==> config.mk <==
export PLATFORM = sky130hd
export DESIGN_NAME = rgb_to_hsv_converter
export DESIGN_NICKNAME = d
export VERILOG_FILES = /design/src/hw/rtl/hsv_pkg.sv /design/src/hw/rtl/rgb_to_hsv_converter.sv /design/src/hw/rtl/hsv_front.sv /design/src/hw/rtl/hsv_div_cell.sv /design/src/hw/rtl/hsv_post.sv
export SDC_FILE = /design/constraint.sdc
export NUM_CORES = 1
export LEC_CHECK = 0
export BUFFER_PORTS_ARGS = -buffer_cell sky130_fd_sc_hd__buf_2
export CORE_ASPECT_RATIO = 0.6
export CORE_MARGIN = 8
export CORE_UTILIZATION = 35
export CTS_BUF_LIST = sky130_fd_sc_hd__clkbuf_2 sky130_fd_sc_hd__clkbuf_4 sky130_fd_sc_hd__clkbuf_8
export DETAILED_ROUTE_END_ITERATION = 8
export GPL_ROUTABILITY_DRIVEN = 0
export PLACE_DENSITY = 0.54
export SKIP_LAST_GASP = 1
export SLEW_MARGIN = 30
export SYNTH_ARGS = -nofsm -noshare
export SYNTH_HDL_FRONTEND = slang
export SYNTH_SLANG_ARGS = --single-unit
==> constraint.sdc <==
create_clock -name aclk -period 8.5 [get_ports aclk]
set_input_delay 1.7 -clock aclk [delete_from_list [all_inputs] [get_ports aclk]]
set_output_delay 1.7 -clock aclk [all_outputs]
set_load 0.05 [all_outputs]
==> src/hw/rtl/hsv_pkg.sv <==
// ----------------------------------------------------------------------------
// hsv_pkg: shared types and constants for the RGB to HSV converter
// Pixel field widths, hue sector codes and the data word that travels
// through the chain of divider cells.
// ----------------------------------------------------------------------------
package hsv_pkg;

    localparam int unsigned ChanW = 8;   // width of one color channel
    localparam int unsigned HueW  = 9;   // hue in degrees, 0..359
    localparam int unsigned QuoW  = 8;   // quotient bits, one per cell
    localparam int unsigned RemW  = 16;  // dividend / partial remainder width

    localparam logic [HueW-1:0]  HueBaseRed   = 9'd0;
    localparam logic [HueW-1:0]  HueBaseGreen = 9'd120;
    localparam logic [HueW-1:0]  HueBaseBlue  = 9'd240;
    localparam logic [HueW:0]    HueFull      = 10'd360;

    // Sector selected by the largest channel
    typedef enum logic [1:0] {
        SECTOR_RED,
        SECTOR_GREEN,
        SECTOR_BLUE
    } hue_sector_t;

    // One lane of the restoring divider
    typedef struct packed {
        logic [RemW-1:0]  rem;  // partial remainder
        logic [ChanW-1:0] dvs;  // divisor
        logic [QuoW-1:0]  quo;  // quotient bits found so far
    } div_lane_t;

    // Word handed from cell to cell
    typedef struct packed {
        div_lane_t        sat;        // delta*255 / max
        div_lane_t        hue;        // |diff|*60 / delta
        hue_sector_t      sector;
        logic             neg;        // channel difference was negative
        logic [ChanW-1:0] brightness;
    } cell_data_t;

endpackage

==> src/hw/rtl/rgb_to_hsv_converter.sv <==
// ----------------------------------------------------------------------------
// rgb_to_hsv_converter: 8-bit RGB to HSV pixel converter
// Converts one pixel per clock into hue, saturation and brightness unless stalled.
// ----------------------------------------------------------------------------
// Usage:
//   s_ channel takes one RGB pixel per request, m_ channel returns one HSV
//   result per pixel, in order.
//   From an accepted request to m_tvalid a pixel passes one analysis stage,
//   a chain of 8 divider cells (one quotient bit each, saturation and hue
//   division side by side) and one output register.
//   Throughput is one pixel per clock unless m_tready stalls the chain; each
//   stage has its own valid bit, so bubbles close up and a new request is taken
//   while a result waits. When the receiver stalls, the chain fills up stage by
//   stage and s_tready drops only once every stage holds a pixel.
//   Reset (aresetn low, synchronous) empties all stages; no clearing pass.
//   Grey and black pixels give hue 0 and saturation 0.
// ----------------------------------------------------------------------------
module rgb_to_hsv_converter (
    input  logic        aclk,
    input  logic        aresetn,
    input  logic        s_tvalid,
    output logic        s_tready,
    input  logic [23:0] s_tdata,   // red[7:0], green[15:8], blue[23:16]
    output logic        m_tvalid,
    input  logic        m_tready,
    output logic [31:0] m_tdata    // hue[8:0], saturation[16:9], brightness[24:17]
);

    localparam int unsigned Cells = hsv_pkg::QuoW;

    logic                chain_valid [Cells+1];
    logic                chain_ready [Cells+1];
    hsv_pkg::cell_data_t chain_data  [Cells+1];

    // Analysis stage
    hsv_front u_front (
        .aclk      (aclk),
        .aresetn   (aresetn),
        .in_valid  (s_tvalid),
        .in_ready  (s_tready),
        .red       (s_tdata[7:0]),
        .green     (s_tdata[15:8]),
        .blue      (s_tdata[23:16]),
        .out_valid (chain_valid[0]),
        .out_ready (chain_ready[0]),
        .out_data  (chain_data[0])
    );

    // Divider chain, most significant quotient bit first
    for (genvar k = 0; k < Cells; k++) begin : g_cell
        hsv_div_cell #(
            .BIT_IDX (Cells - 1 - k)
        ) u_cell (
            .aclk      (aclk),
            .aresetn   (aresetn),
            .in_valid  (chain_valid[k]),
            .in_ready  (chain_ready[k]),
            .in_data   (chain_data[k]),
            .out_valid (chain_valid[k+1]),
            .out_ready (chain_ready[k+1]),
            .out_data  (chain_data[k+1])
        );
    end

    // Hue assembly and output register
    hsv_post u_post (
        .aclk     (aclk),
        .aresetn  (aresetn),
        .in_valid (chain_valid[Cells]),
        .in_ready (chain_ready[Cells]),
        .in_data  (chain_data[Cells]),
        .m_tvalid (m_tvalid),
        .m_tready (m_tready),
        .m_tdata  (m_tdata)
    );

endmodule

==> src/hw/rtl/hsv_front.sv <==
// ----------------------------------------------------------------------------
// hsv_front: pixel analysis stage
// Finds max, min and the hue sector, forms both dividends and registers
// the word that enters the divider chain.
// ----------------------------------------------------------------------------
module hsv_front (
    input  logic                aclk,
    input  logic                aresetn,
    input  logic                in_valid,
    output logic                in_ready,
    input  logic [7:0]          red,
    input  logic [7:0]          green,
    input  logic [7:0]          blue,
    output logic                out_valid,
    input  logic                out_ready,
    output hsv_pkg::cell_data_t out_data
);

    logic                valid_reg;
    hsv_pkg::cell_data_t data_reg;
    hsv_pkg::cell_data_t data_next;

    logic [7:0] hi;
    logic [7:0] lo;
    logic [7:0] delta;
    logic [8:0] diff;
    logic [7:0] mag;

    // Sector, max/min and signed channel difference
    always_comb begin
        data_next = '0;
        if (red >= green && red >= blue) begin
            hi               = red;
            data_next.sector = hsv_pkg::SECTOR_RED;
            diff             = {1'b0, green} - {1'b0, blue};
        end else if (green >= blue) begin
            hi               = green;
            data_next.sector = hsv_pkg::SECTOR_GREEN;
            diff             = {1'b0, blue} - {1'b0, red};
        end else begin
            hi               = blue;
            data_next.sector = hsv_pkg::SECTOR_BLUE;
            diff             = {1'b0, red} - {1'b0, green};
        end
        lo = (red <= green) ? red : green;
        lo = (blue <= lo) ? blue : lo;
        delta = hi - lo;
        mag   = diff[8] ? 8'(-diff) : diff[7:0];

        // delta*255 and |diff|*60 by shift and subtract
        data_next.sat.rem    = {delta, 8'd0} - {8'd0, delta};
        data_next.sat.dvs    = hi;
        data_next.sat.quo    = '0;
        data_next.hue.rem    = {2'b00, mag, 6'd0} - {6'd0, mag, 2'd0};
        data_next.hue.dvs    = delta;
        data_next.hue.quo    = '0;
        data_next.neg        = diff[8];
        data_next.brightness = hi;
    end

    assign in_ready  = !valid_reg || out_ready;
    assign out_valid = valid_reg;
    assign out_data  = data_reg;

    always_ff @(posedge aclk) begin
        if (!aresetn) begin
            valid_reg <= 1'b0;
        end else if (in_ready) begin
            valid_reg <= in_valid;
        end
    end

    always_ff @(posedge aclk) begin
        if (in_ready && in_valid) begin
            data_reg <= data_next;
        end
    end

endmodule

==> src/hw/rtl/hsv_div_cell.sv <==
// ----------------------------------------------------------------------------
// hsv_div_cell: one restoring-division cell
// Resolves quotient bit BIT_IDX of both the saturation and the hue
// division and hands the word on to the next cell.
// ----------------------------------------------------------------------------
module hsv_div_cell #(
    parameter int unsigned BIT_IDX = 0
) (
    input  logic                aclk,
    input  logic                aresetn,
    input  logic                in_valid,
    output logic                in_ready,
    input  hsv_pkg::cell_data_t in_data,
    output logic                out_valid,
    input  logic                out_ready,
    output hsv_pkg::cell_data_t out_data
);

    logic                valid_reg;
    hsv_pkg::cell_data_t data_reg;
    hsv_pkg::cell_data_t data_next;

    logic [hsv_pkg::RemW-1:0] sat_shift;
    logic [hsv_pkg::RemW-1:0] hue_shift;

    // Trial subtract of the divisor aligned to this bit
    always_comb begin
        data_next = in_data;
        sat_shift = hsv_pkg::RemW'(in_data.sat.dvs) << BIT_IDX;
        hue_shift = hsv_pkg::RemW'(in_data.hue.dvs) << BIT_IDX;
        if (in_data.sat.dvs != '0 && in_data.sat.rem >= sat_shift) begin
            data_next.sat.rem          = in_data.sat.rem - sat_shift;
            data_next.sat.quo[BIT_IDX] = 1'b1;
        end
        if (in_data.hue.dvs != '0 && in_data.hue.rem >= hue_shift) begin
            data_next.hue.rem          = in_data.hue.rem - hue_shift;
            data_next.hue.quo[BIT_IDX] = 1'b1;
        end
    end

    assign in_ready  = !valid_reg || out_ready;
    assign out_valid = valid_reg;
    assign out_data  = data_reg;

    always_ff @(posedge aclk) begin
        if (!aresetn) begin
            valid_reg <= 1'b0;
        end else if (in_ready) begin
            valid_reg <= in_valid;
        end
    end

    always_ff @(posedge aclk) begin
        if (in_ready && in_valid) begin
            data_reg <= data_next;
        end
    end

endmodule

==> src/hw/rtl/hsv_post.sv <==
// ----------------------------------------------------------------------------
// hsv_post: hue assembly and output register
// Adds the sector base to the signed hue quotient, wraps negative hue
// and holds the result request for the receiver.
// ----------------------------------------------------------------------------
module hsv_post (
    input  logic                aclk,
    input  logic                aresetn,
    input  logic                in_valid,
    output logic                in_ready,
    input  hsv_pkg::cell_data_t in_data,
    output logic                m_tvalid,
    input  logic                m_tready,
    output logic [31:0]         m_tdata
);

    logic       valid_reg;
    logic [8:0] hue_reg;
    logic [8:0] hue_next;
    logic [7:0] sat_reg;
    logic [7:0] bright_reg;
    logic [8:0] base;
    logic [8:0] quo;
    logic [9:0] wrapped;

    // Base plus or minus quotient, negative results wrap by 360
    always_comb begin
        case (in_data.sector)
            hsv_pkg::SECTOR_RED:   base = hsv_pkg::HueBaseRed;
            hsv_pkg::SECTOR_GREEN: base = hsv_pkg::HueBaseGreen;
            hsv_pkg::SECTOR_BLUE:  base = hsv_pkg::HueBaseBlue;
            default:               base = hsv_pkg::HueBaseRed;
        endcase
        quo     = {1'b0, in_data.hue.quo};
        wrapped = {1'b0, base} + hsv_pkg::HueFull - {1'b0, quo};
        if (!in_data.neg) begin
            hue_next = base + quo;
        end else if (base >= quo) begin
            hue_next = base - quo;
        end else begin
            hue_next = wrapped[8:0];
        end
    end

    assign in_ready = !valid_reg || m_tready;
    assign m_tvalid = valid_reg;
    assign m_tdata  = {7'd0, bright_reg, sat_reg, hue_reg};

    always_ff @(posedge aclk) begin
        if (!aresetn) begin
            valid_reg <= 1'b0;
        end else if (in_ready) begin
            valid_reg <= in_valid;
        end
    end

    always_ff @(posedge aclk) begin
        if (in_ready && in_valid) begin
            hue_reg    <= hue_next;
            sat_reg    <= in_data.sat.quo;
            bright_reg <= in_data.brightness;
        end
    end

endmodule

# [Word level (Yosys, flattened, before mapping)]
# Cells that the tools add are included.
[word_totals] latch_bits=0 ram_bits=0 romBits=0 reg_bits=526 n_memories=0 output_inout_bits=34 wordCells=231
[classes] div_mod_pow=0 multipliers=0 bitwise=0 n_eq_ne=2 muxes=25 n_lt_le_gt_ge=22 shift=0 addsub=25 n_reduce_logical=63
[ops] op="$mux 16" count=14
[ops] op="$reduce_bool 8->1" count=16
[ops] op="$mux 8" count=5
[ops] op="$mux 9" count=4
[ops] op="$sub 8x8->9" count=4
[ops] op="$ge 16x10->1" count=2
[ops] op="$ge 16x11->1" count=2
[ops] op="$ge 16x12->1" count=2
[ops] op="$ge 16x13->1" count=2
[ops] op="$ge 16x14->1" count=2
[ops] op="$ge 16x15->1" count=2
[ops] op="$ge 16x8->1" count=2
[ops] op="$ge 16x9->1" count=2
[ops] op="$ge 8x8->1" count=4
[ops] op="$sub 16x10->16" count=2
[ops] op="$sub 16x11->16" count=2
[ops] op="$sub 16x12->16" count=2
[ops] op="$sub 16x13->16" count=2
[ops] op="$sub 16x14->16" count=2
[ops] op="$sub 16x15->16" count=2
[ops] op="$sub 16x9->16" count=2
[ops] op="$logic_and 1x1->1" count=27
[ops] op="$le 8x8->1" count=2
[ops] op="$pmux 8 s2" count=1
[ops] op="other kinds (12)" count=30

# [Depth between registers and ports, before layout]
# Gate-level depths: netlist of the first run.
[depth] word_depth=12 ltp_mapped=32

# [Hierarchy]
# Synthesis of the first run repeated with hierarchy kept, for this count alone.
[unflattened] cells_unflattened=2722 hier_area_um2=34589.4
[modules_own_cells] module="hsv_front" n_inst=1 seq_area_each_um2=1431.4 area_each_um2=4687.0 cells_each=527
[modules_own_cells] module="hsv_div_cell (g_cell[6].u_cell)" n_inst=1 seq_area_each_um2=2272.2 area_each_um2=3658.5 cells_each=283
[modules_own_cells] module="hsv_div_cell (g_cell[7].u_cell)" n_inst=1 seq_area_each_um2=2272.2 area_each_um2=3652.3 cells_each=280
[modules_own_cells] module="hsv_div_cell (g_cell[4].u_cell)" n_inst=1 seq_area_each_um2=2272.2 area_each_um2=3584.7 cells_each=267
[modules_own_cells] module="hsv_div_cell (g_cell[5].u_cell)" n_inst=1 seq_area_each_um2=2272.2 area_each_um2=3524.6 cells_each=255
[modules_own_cells] module="hsv_div_cell (g_cell[2].u_cell)" n_inst=1 seq_area_each_um2=2272.2 area_each_um2=3483.3 cells_each=236
[modules_own_cells] module="hsv_div_cell (g_cell[3].u_cell)" n_inst=1 seq_area_each_um2=2272.2 area_each_um2=3449.6 cells_each=251
[modules_own_cells] module="hsv_div_cell (g_cell[1].u_cell)" n_inst=1 seq_area_each_um2=2272.2 area_each_um2=3400.8 cells_each=240
[modules_own_cells] module="hsv_div_cell (g_cell[0].u_cell)" n_inst=1 seq_area_each_um2=2272.2 area_each_um2=3358.2 cells_each=214
[modules_own_cells] module="hsv_post" n_inst=1 seq_area_each_um2=770.7 area_each_um2=1790.5 cells_each=169

# [Least setup slack after synthesis of the first run]
# OpenSTA, ideal clock, no wires.
[synth_timing] path_kind="input port to flip-flop" start="input m_tready" end="register g_cell[6].u_cell.data_reg, in the netlist g_cell[6].u_cell.out_data[10] (enable)" setup_time_ns=0.580 path_slack_ns=1.376 arrival_time_ns=6.544 cell_stages=3 cell_sequence="nor2b_1 > and2_1 > a21boi_0"
[synth_via] elab_chain_len=4
[synth_lines] element="start, declared" line_no="rgb_to_hsv_converter.sv:25" text="input logic m_tready,"
[synth_lines] element="$logic_or 1x1->1" line_no="hsv_post.sv:45" text="assign in_ready = !valid_reg || m_tready;"
[synth_lines] element="$logic_or 1x1->1 (2 in series)" line_no="hsv_div_cell.sv:41" text="assign in_ready = !valid_reg || out_ready;"
[synth_lines] element="$logic_and 1x1->1" line_no="hsv_div_cell.sv:54" text="if (in_ready && in_valid) begin"
[synth_lines] element="end signal, assigned" line_no="hsv_div_cell.sv:55" text="data_reg <= data_next;"
[synth_lines] element="end, declared" line_no="hsv_div_cell.sv:20" text="hsv_pkg::cell_data_t data_reg;"
# No other way between the ends.
# A chain may end at the register's enable or synchronous reset.

==> run summary, run 1 <==
IO buf count - 54
Critical Path Fanout Max - 15
P_leak - 11.8 nW
drt total wl - 56.0 mm
count of pins over their slew limit - 0
met1 Use GR - 19.1%
Worst setup SP type - input pin
Setup-failing EPs final - 0
RSZ-0062 raised after global routing - no
H-tree level count - 3
Worst-Skew Late Latency - 0.67 ns
die width - 375 um
Primary FF master, synth - edfxtp_1
normalized max-slew margin - 38.6%
Clock Tree Root - clkbuf_8
hold slack final - 0.406 ns
Hold Path Depth - 0
row count - 79
io pins - 62
CTS tree - done
Peak VDD IR - 111 uV
Tmin final - 7.12 ns
total global-route track usage - 12.8%
layout cells sized above 1 - 12.5%
post-synth cell types - 94
Final Hold Viols - 0
DP HPWL - 42.2 mm
Warnings, synthesis - 0
Critical Path RT - 8.89 ns
Seq/Total Area, Yosys - 55.4%
Reg clk slew, reported paths - 0.06 ns
Post-synth EDFFs - 492
Die H - 231 um
CTS resizes - 0
CTS buffer count - 81
gr ovfl total - 0
via/cell ratio - 4.91
WL/cell - 16.4 um
async set-reset flop share out of synthesis - 0%
CP dominant cell by count - o21a_1
core box area - 77000 um^2
Initial Util - 35.1%
status - completed
M2 GR Usage - 18.2%
syn avg cell area - 12.2 um^2
non-filler cells, final - 3407
final worst path period share - 83.8%
first-pass GRT wire length - 91.1 mm
Cells after Synth - 2212
highest clock rate - 140 MHz
Worst R2R Path Depth - 13
Die ar. - 86600 um^2
most frequent cells in the layout - edfxtp_1, inv_1, ha_1
pwr/cell area - 227 nW/um^2
design area - 30100 um^2
GR Util met3 - 3.32%
Post-Syn Area - 27000 um^2
HP Class - register to register
GR peak layer - met1
R2R setup slack - 4.90 ns
clk sinks - 502
Worst Tran Pin Value - 0.921 ns
Placed Area - 28600 um^2
clock tree buffer depth - 3
DR DRC count - 0
max reg flops - 420
CP arrival - 7.51 ns
# nets final - 2575
Worst path slowest cell - a21o_1
setup bufs post-CTS - 0
DP Cell Count - 3259
# Max-Cap Violations - 0
worst reg2reg startpoint - g_cell[4].u_cell.out_data[53]
hold_buf cts - 0
Layout Skew - 0.0285 ns
DRT iter0 DRCs - 1087
Final TNS setup - 0 ns
Critical Path Max Stage Delay - 0.45 ns
largest net degree at the start of global routing - 64
P&R area growth vs syn - 11.5%
initial antenna violation count - 3
Setup crit end kind - register
Crit Path Category - input pin to register
Routed Antenna Nets - 0
Min-Delay Startpoint - g_cell[3].u_cell.out_data[50]
flops & latches, synth - 502
Hold Path End - g_cell[4].u_cell.out_data[50]
vias in the first global route - 16900
vias - 16700
commonest non-fill, non-tap cell in the layout - edfxtp_1
Pre-Repair DR Iteration Count - 5
reg2reg end - g_cell[5].u_cell.out_data[74]
-- synth_stat cells (18+ instances only) --
| master | count | area (um^2) |
|---|---|---|
| fa_1 | 19 | 380 |
| nor2b_1 | 51 | 319 |
| a21oi_1 | 66 | 330 |
| nand3_1 | 27 | 135 |
| nor4_1 | 45 | 282 |
| ha_1 | 196 | 2450 |
| nor2_1 | 118 | 443 |
| nand2b_1 | 42 | 263 |
| inv_1 | 227 | 852 |
| mux2_2 | 45 | 507 |
| a21o_1 | 98 | 736 |
| xor2_1 | 87 | 762 |
| edfxtp_1 | 492 | 14800 |
| mux2i_1 | 18 | 180 |
| a21boi_0 | 18 | 135 |
| xnor2_1 | 80 | 701 |
| nor3_1 | 27 | 135 |
| nand2_1 | 141 | 529 |
| o21ai_0 | 133 | 666 |
| nand4_1 | 24 | 150 |
-- where the power goes --
part	switching, mW	total [mW]	internal (mW)
sequential	0.149	3.17	3.02
clock	0.965	2.00	1.04
combinational	0.945	1.68	0.730
-- cell type report --
type                            count  area (um^2)
Fill cell                        7230        46900
Sequential cell                   502        15000
Multi-Input combinational cell   1448        11100
Tap cell                         1012         1270
Clock buffer                       99         1260
Inverter                          228          856
Timing Repair Buffer               71          390
Clock inverter                     45          275
Antenna cell                        2         5.00
-- cell families (layout without fill, tap and decap cells) --
logic type | count (synthesis) | count (layout) | share of synthesized area (%)
and+or+nand+nor | 538 | 538 | 10.2
DFF | 502 | 502 | 55.4
AOI/OAI and AO/OA | 446 | 446 | 11.3
buffers and inverters | 268 | 443 | 3.96
adders and majority gates | 215 | 215 | 10.5
xor gates and xnor gates | 171 | 171 | 5.68
muxes | 71 | 71 | 2.97
other | 1 | 9 | 0.0139
-- through the flow --
step / setup WS [ns] / power [mW] / util, %
floorplan: 1.38 / 4.44 / -
global placement: 0.764 / 4.83 / 37.1
detailed placement: 0.520 / 4.87 / 37.1
CTS: 1.23 / 6.92 / 39.1
global route: 0.807 / 7.24 / 39.1
finish: 1.38 / 6.85 / 39.1
-- worst max-delay path, delay by kind of cell --
kind	cells	cell delay (ns)
AO/OA/AOI/OAI	17	3.16
XOR/XNOR	1	0.31
adder cells (fa/ha/maj)	3	0.98
buffers and inverters	3	0.28
AND/OR/NAND/NOR	7	1.10
-- worst max path at each step --
| stage | to | slack [ns] | cells past startpoint | from |
|---|---|---|---|---|
| 4_1_cts | u_front.out_data[70] | 1.23 | 29 | s_tdata[10] |
| 2_1_floorplan | g_cell[6].u_cell.out_data[10] | 1.38 | 3 | m_tready |
| 6_report | u_front.out_data[72] | 1.38 | 31 | s_tdata[10] |
| 3_5_place_dp | u_front.out_data[70] | 0.52 | 29 | s_tdata[10] |
| 5_1_grt | u_front.out_data[70] | 0.81 | 30 | s_tdata[10] |
| 3_3_place_gp | u_front.out_data[70] | 0.76 | 29 | s_tdata[10] |
-- routing by layer --
| metal | wire length [um] | up-vias |
|---|---|---|
| met4 | 1210 | 2 |
| li1 | - | 8303 |
| met3 | 3220 | 89 |
| met5 | 10 | - |
| met1 | 29200 | 7956 |
| met2 | 22400 | 381 |
Note: power is estimated with default switching activity, not from simulation.
==> run 2: changes to the inputs <==
--- a/config.mk
+++ b/config.mk
@@ -12,7 +12,7 @@
 export CTS_BUF_LIST = sky130_fd_sc_hd__clkbuf_2 sky130_fd_sc_hd__clkbuf_4 sky130_fd_sc_hd__clkbuf_8
 export DETAILED_ROUTE_END_ITERATION = 8
 export GPL_ROUTABILITY_DRIVEN = 0
-export PLACE_DENSITY = 0.54
+export PLACE_DENSITY = 0.55
 export SKIP_LAST_GASP = 1
 export SLEW_MARGIN = 30
 export SYNTH_ARGS = -nofsm -noshare
==> constraint.sdc (replaced) <==
create_clock -name aclk -period 5.85 [get_ports aclk]
set_input_delay 1.17 -clock aclk [delete_from_list [all_inputs] [get_ports aclk]]
set_output_delay 1.17 -clock aclk [all_outputs]
set_load 0.05 [all_outputs]
==> run 2 against run 1 <==
Cell area grew 3.2%. First-iteration DRC count shrank 22%. Wire length shrank 2.7%. Clock power grew 63%. Non-clock buffer count grew 77. Sequential share of layout area shrank 1.5 points. Critical endpoint unchanged. Critical path depth shrank 2. Largest cell class unchanged. Worst hold slack lost 0.0073 ns. Die area is the same.
==> run summary, run 2 (synthesis gave the netlist of run 1 again) <==
P_int - 7.42 mW (+55%)
Reg clk slew, reported paths - 0.06 ns (about the same)
row count - 79 (unchanged)
# Max-Cap Violations - 0 (unchanged)
Crit path buffers/inverters - 3 (unchanged)
clk sinks - 502 (unchanged)
Setup crit end kind - register
Pre-Repair DR Iteration Count - 5 (unchanged)
commonest non-fill, non-tap cell in the layout - edfxtp_1
layout cells sized above 1 - 16.6% (+4.1 points)
largest net degree at the start of global routing - 64 (unchanged)
Worst-Skew Late Latency - 0.68 ns (about the same)
Placed Area - 29300 um^2 (+2.4%)
clock tree buffer depth - 3 (unchanged)
Clock power frac - 31.1% (+1.8 points)
DRT iter0 DRCs - 843 (-22%)
IO buf count - 54 (unchanged)
max reg flops - 420 (unchanged)
highest clock rate - 181 MHz
Gate power share - 25.1% (+0.6 points)
Worst path slowest cell - ha_1
CP arrival - 5.92 ns (-1.59 ns)
Final Util - 40.3% (+1.2 points)
Worst Tran Pin Value - 0.875 ns (-0.0460 ns)
Initial Util - 35.1% (unchanged)
Crit Path Category - input pin to register
vias in the first global route - 17400 (+2.5%)
R2R setup slack - 2.28 ns (-2.62 ns)
pwr/cell area - 337 nW/um^2 (+48%)
P_sw - 3.03 mW (+47%)
Worst setup SP type - input pin
CTS resizes - 0 (unchanged)
CP dominant cell by count - o21a_1
Setup-failing EPs final - 0 (unchanged)
P&R area growth vs syn - 15.0%
Die H - 231 um (unchanged)
drt total wl - 54.5 mm (-2.7%)
first-pass GRT wire length - 89.4 mm (-1.9%)
HP Class - register to register
status - completed
total global-route track usage - 12.4% (-0.39 points)
H-tree level count - 3 (unchanged)
CTS buffer count - 81 (unchanged)
design area - 31100 um^2 (+3.2%)
Die ar. - 86600 um^2 (unchanged)
Routed Antenna Nets - 0 (unchanged)
setup bufs post-CTS - 0 (unchanged)
Layout Skew - 0.0394 ns (+0.0108 ns)
# nets final - 2652 (+3.0%)
Final Hold Viols - 0 (unchanged)
most frequent cells in the layout - edfxtp_1, inv_1, ha_1
PnR worst setup slack - 0.327 ns (-1.05 ns)
vias - 17000 (+1.6%)
final worst path period share - 94.4%
PnR Total Power - 10.5 mW (+53%)
io pins - 62 (unchanged)
Seq pwr share - 43.8% (-2.5 points)
hold_buf cts - 0 (unchanged)
CTS tree - done
initial antenna violation count - 1 (-2)
Critical Path RT - 6.25 ns (-2.64 ns)
count of pins over their slew limit - 0 (unchanged)
core box area - 77000 um^2 (unchanged)
Post-Place Setup Slack - -0.554 ns (-1.07 ns)
Tmin final - 5.52 ns
Final TNS setup - 0 ns (unchanged)
Top delay family on crit path - compound AO/OA/AOI/OAI gates
non-filler cells, final - 3483 (+2.2%)
WL/cell - 15.7 um (-4.8%)
DP Cell Count - 3338 (+2.4%)
Critical Path Fanout Max - 6 (-9)
normalized max-slew margin - 41.7% (+3.1 points)
via/cell ratio - 4.88 (-0.57%)
DR DRC count - 0 (unchanged)
gr ovfl total - 0 (unchanged)
Clock Tree Root - clkbuf_8
die width - 375 um (unchanged)
Critical Path Max Stage Delay - 0.37 ns (-0.08 ns)
P_leak - 12.4 nW (+4.4%)
Net Sw Frac - 29.0% (-1.1 points)
Peak VDD IR - 155 uV (+40%)
DP HPWL - 41.5 mm (-1.7%)
hold slack final - 0.399 ns (-0.00730 ns)
## run 2: cell types whose count changed in the layout (fill, tap and decap cells not counted), sizes merged
cell	previous run	this run
clkinv	37	29
inv	228	232
diode	2	1
clkbuf	100	101
buf	70	147
bufinv	2	8
clkinvlp	6	3
## run 2: per-layer routing
metal,GRT usage [%],part of all wire (%),vias to the layer above
li1,-,-,8454
met1,17.8,52,8077
met2,18.6,41,357
met3,2.57,4.6,119
met4,4.27,2.7,0
met5,0,0,-
## run 2: layout make-up
cell class	instances	area, um^2
repair buffers	148	980
clock buffers	100	1270
fillers	7168	45900
flip-flops and latches	502	15000
well taps	1012	1270
clock inverters	44	474
inverters	228	868
multi-input cells	1448	11200
diodes	1	2.50
## run 2: final timing paths
kind,from,end,cells after the start
max,s_tdata[14],u_front.out_data[72],29
min,g_cell[2].u_cell.out_data[10],g_cell[3].u_cell.out_data[10],0
max reg2reg,g_cell[5].u_cell.out_data[20],g_cell[6].u_cell.out_data[30],13
min reg2reg,g_cell[2].u_cell.out_data[10],g_cell[3].u_cell.out_data[10],0
## run 2: power by group through the flow
stage	Clock (mW)	Sequential (mW)	Combinational [mW]
global route	3.53	4.60	2.91
CTS	3.39	4.58	2.60
global placement	0	4.65	2.51
floorplan	0	4.55	1.93
finish	3.26	4.58	2.62
detailed placement	0	4.65	2.58
==> run 3: changes to the inputs <==
--- a/config.mk
+++ b/config.mk
@@ -5,11 +5,13 @@
 export SDC_FILE = /design/constraint.sdc
 export NUM_CORES = 1
 export LEC_CHECK = 0
+export ABC_AREA = 1
 export BUFFER_PORTS_ARGS = -buffer_cell sky130_fd_sc_hd__buf_2
+export CAP_MARGIN = 10
 export CORE_ASPECT_RATIO = 0.6
 export CORE_MARGIN = 8
 export CORE_UTILIZATION = 35
-export CTS_BUF_LIST = sky130_fd_sc_hd__clkbuf_2 sky130_fd_sc_hd__clkbuf_4 sky130_fd_sc_hd__clkbuf_8
+export CTS_BUF_LIST = sky130_fd_sc_hd__clkbuf_8
 export DETAILED_ROUTE_END_ITERATION = 8
 export GPL_ROUTABILITY_DRIVEN = 0
 export PLACE_DENSITY = 0.55
==> run 3 against run 2 <==
Non-clock buffer count fell by 30. Sequential share of layout area rose by 0.61 points. Cell count rose by 12%. Die area rose by 0.53%. Maximum frequency rose by 6.4%. Sequential cell count did not move.
==> run summary, run 3 <==
Crit Path Category - input pin to register
Worst Tran Pin Value - 0.854 ns (-0.0211 ns)
Final Util - 39.7% (-0.60 points)
vias in the first global route - 18700 (+7.7%)
pwr/cell area - 326 nW/um^2 (-3.1%)
DR DRC count - 0 (unchanged)
Worst R2R Path Depth - 12 (-1)
first-pass GRT wire length - 94.1 mm (+5.3%)
clock tree buffer depth - 3 (unchanged)
Worst-Skew Late Latency - 0.67 ns (about the same)
Synth Area in Compound Gates - 8.50% (-2.8 points)
vias - 18700 (+10%)
CP arrival - 5.59 ns (-0.33 ns)
Critical Path RT - 6.25 ns (about the same)
non-filler cells, final - 3909 (+12%)
CTS tree - done
Layout Skew - 0.0364 ns (-0.00296 ns)
highest clock rate - 193 MHz (+6.4%)
Reg clk slew, reported paths - 0.07 ns (about the same)
Setup-failing EPs final - 0 (unchanged)
final worst path period share - 88.7% (-5.7 points)
Synth area leader - edfxtp_1
Pre-Repair DR Iteration Count - 5 (unchanged)
P&R area growth vs syn - 12.9%
drt total wl - 56.7 mm (+4.1%)
io pins - 62 (unchanged)
top-count cell post-synth - nand2_1
flops & latches, synth - 502 (unchanged)
syn avg cell area - 10.4 um^2 (-15%)
synth top area cells - edfxtp_1, ha_1, nand2_1
P_leak - 12.5 nW (+0.92%)
row count - 79 (unchanged)
layout cells sized above 1 - 10.0% (-6.6 points)
count of pins over their slew limit - 0 (unchanged)
clk sinks - 502 (unchanged)
DP Cell Count - 3766 (+13%)
Critical Path Fanout Max - 13 (+7)
IO buf count - 54 (unchanged)
gr ovfl total - 0 (unchanged)
Synth Area in Simple Gates - 15.0% (+4.8 points)
max reg flops - 420 (unchanged)
post-synthesis adder-cell area fraction - 10.4% (-0.058 points)
Tmin final - 5.19 ns (-0.332 ns)
Worst path slowest cell - ha_1
CTS buffer count - 79 (-2.5%)
Post-Syn Area - 27200 um^2 (+0.56%)
HP Class - register to register
async set-reset flop share out of synthesis - 0% (unchanged)
Primary FF master, synth - edfxtp_1
Post-synth EDFFs - 492 (unchanged)
Hold Path Depth - 0 (unchanged)
Clock Tree Root - clkbuf_8
die width - 376 um (+0.27%)
Initial Util - 35.2% (+0.11 points)
Synth top area share - 54.4% (-0.30 points)
RSZ-0062 raised after global routing - no
Routed Antenna Nets - 0 (unchanged)
Synth Area in XOR/XNOR - 4.87% (-0.81 points)
Final Hold Viols - 0 (unchanged)
Die H - 232 um (+0.26%)
largest net degree at the start of global routing - 64 (unchanged)
Warnings, synthesis - 0 (unchanged)
core box area - 77200 um^2 (+0.26%)
H-tree level count - 3 (unchanged)
post-synth cell types - 62 (-34%)
initial antenna violation count - 1 (unchanged)
normalized max-slew margin - 43.1% (+1.4 points)
multiplexer area fraction after synthesis - 0% (-3.0 points)
Peak VDD IR - 153 uV (-1.4%)
total global-route track usage - 12.9% (+0.46 points)
Cells after Synth - 2621 (+18%)
Critical Path Max Stage Delay - 0.37 ns (about the same)
Die ar. - 87100 um^2 (+0.53%)
most frequent cells in the layout - nand2_1, edfxtp_1, inv_1
Seq/Total Area, Yosys - 55.1% (-0.31 points)
Synth top cells by count - nand2_1, edfxtp_1, inv_1, ha_1, o21ai_0
WL/cell - 14.5 um (-7.3%)
Worst setup SP type - input pin
via/cell ratio - 4.79 (-2.0%)
CP dominant cell by count - nand2_1
commonest non-fill, non-tap cell in the layout - nand2_1
main combinational cell family by area after synthesis - simple AND/OR/NAND/NOR gates
Setup crit end kind - register
# nets final - 3037 (+15%)
DP HPWL - 43.2 mm (+4.2%)
# Max-Cap Violations - 0 (unchanged)
status - completed
DRT iter0 DRCs - 1321 (+57%)
run 3: what timing repair did:
item	CTS	global route
hold buffers	0	0
setup buffers	0	0
setup endpoints to repair	0	7
resized for setup	0	2
run 3: worst paths after layout:
kind / from / endpoint / slack, ns
max: s_tdata[12] / u_front.out_data[67] / 0.66
min: g_cell[1].u_cell.out_data[18] / g_cell[2].u_cell.out_data[18] / 0.40
max reg2reg: g_cell[4].u_cell.out_data[19] / g_cell[5].u_cell.out_data[42] / 2.37
min reg2reg: g_cell[1].u_cell.out_data[18] / g_cell[2].u_cell.out_data[18] / 0.40
run 3: per-layer routing:
metal	wire length, um	global-route usage, %	up-vias
li1	-	-	9398
met1	28700	18.2	8729
met5	0	0	-
met4	1310	3.92	0
met2	24100	20.1	472
met3	2680	2.47	108
run 3: final cells by class:
cell class	count	area, um^2
tap	1053	1320
antenna	1	2.50
clock inverter	63	465
timing repair buffer	118	751
clock buffer	79	1090
fill	7390	46500
sequential	502	15000
inverter	389	1470
multi-input combinational	1704	10600
run 3: report_power, final:
part           total, mW  switching, mW  internal (mW)
sequential          4.60          0.206           4.40
clock               2.97           1.42           1.55
combinational       2.42           1.46          0.968
total               10.0           3.09           6.92
run 3: critical path: cells and delay by family:
kind	cells	cell delay, ns
and+or+nand+nor	22	1.78
adders and majority gates	3	0.97
AOI/OAI and AO/OA	6	0.88
buffers and inverters	5	0.59
xor gates and xnor gates	1	0.17
run 3: through the flow:
| step | setup slack, ns | area, um^2 | power (mW) | TNS, ns | hold slack (ns) |
|---|---|---|---|---|---|
| final | 0.659 | 30700 | 10.0 | 0 | 0.402 |
| after CTS | 0.492 | 30700 | 10.1 | 0 | 0.390 |
| after detailed placement | -0.237 | 29100 | 7.08 | -1.70 | 0.405 |
| after global placement | -0.0330 | 29100 | 7.01 | -0.108 | 0.400 |
| after floorplan | 0.0561 | 27200 | 6.35 | 0 | 0.400 |
| after global routing | 0.105 | 30700 | 10.6 | 0 | 0.398 |
run 3: cells by family after synthesis:
kind of cell | after synthesis
and+or+nand+nor | 921
other | 1
AOI/OAI and AO/OA | 410
buffers and inverters | 421
xor gates and xnor gates | 151
adders and majority gates | 215
DFF | 502
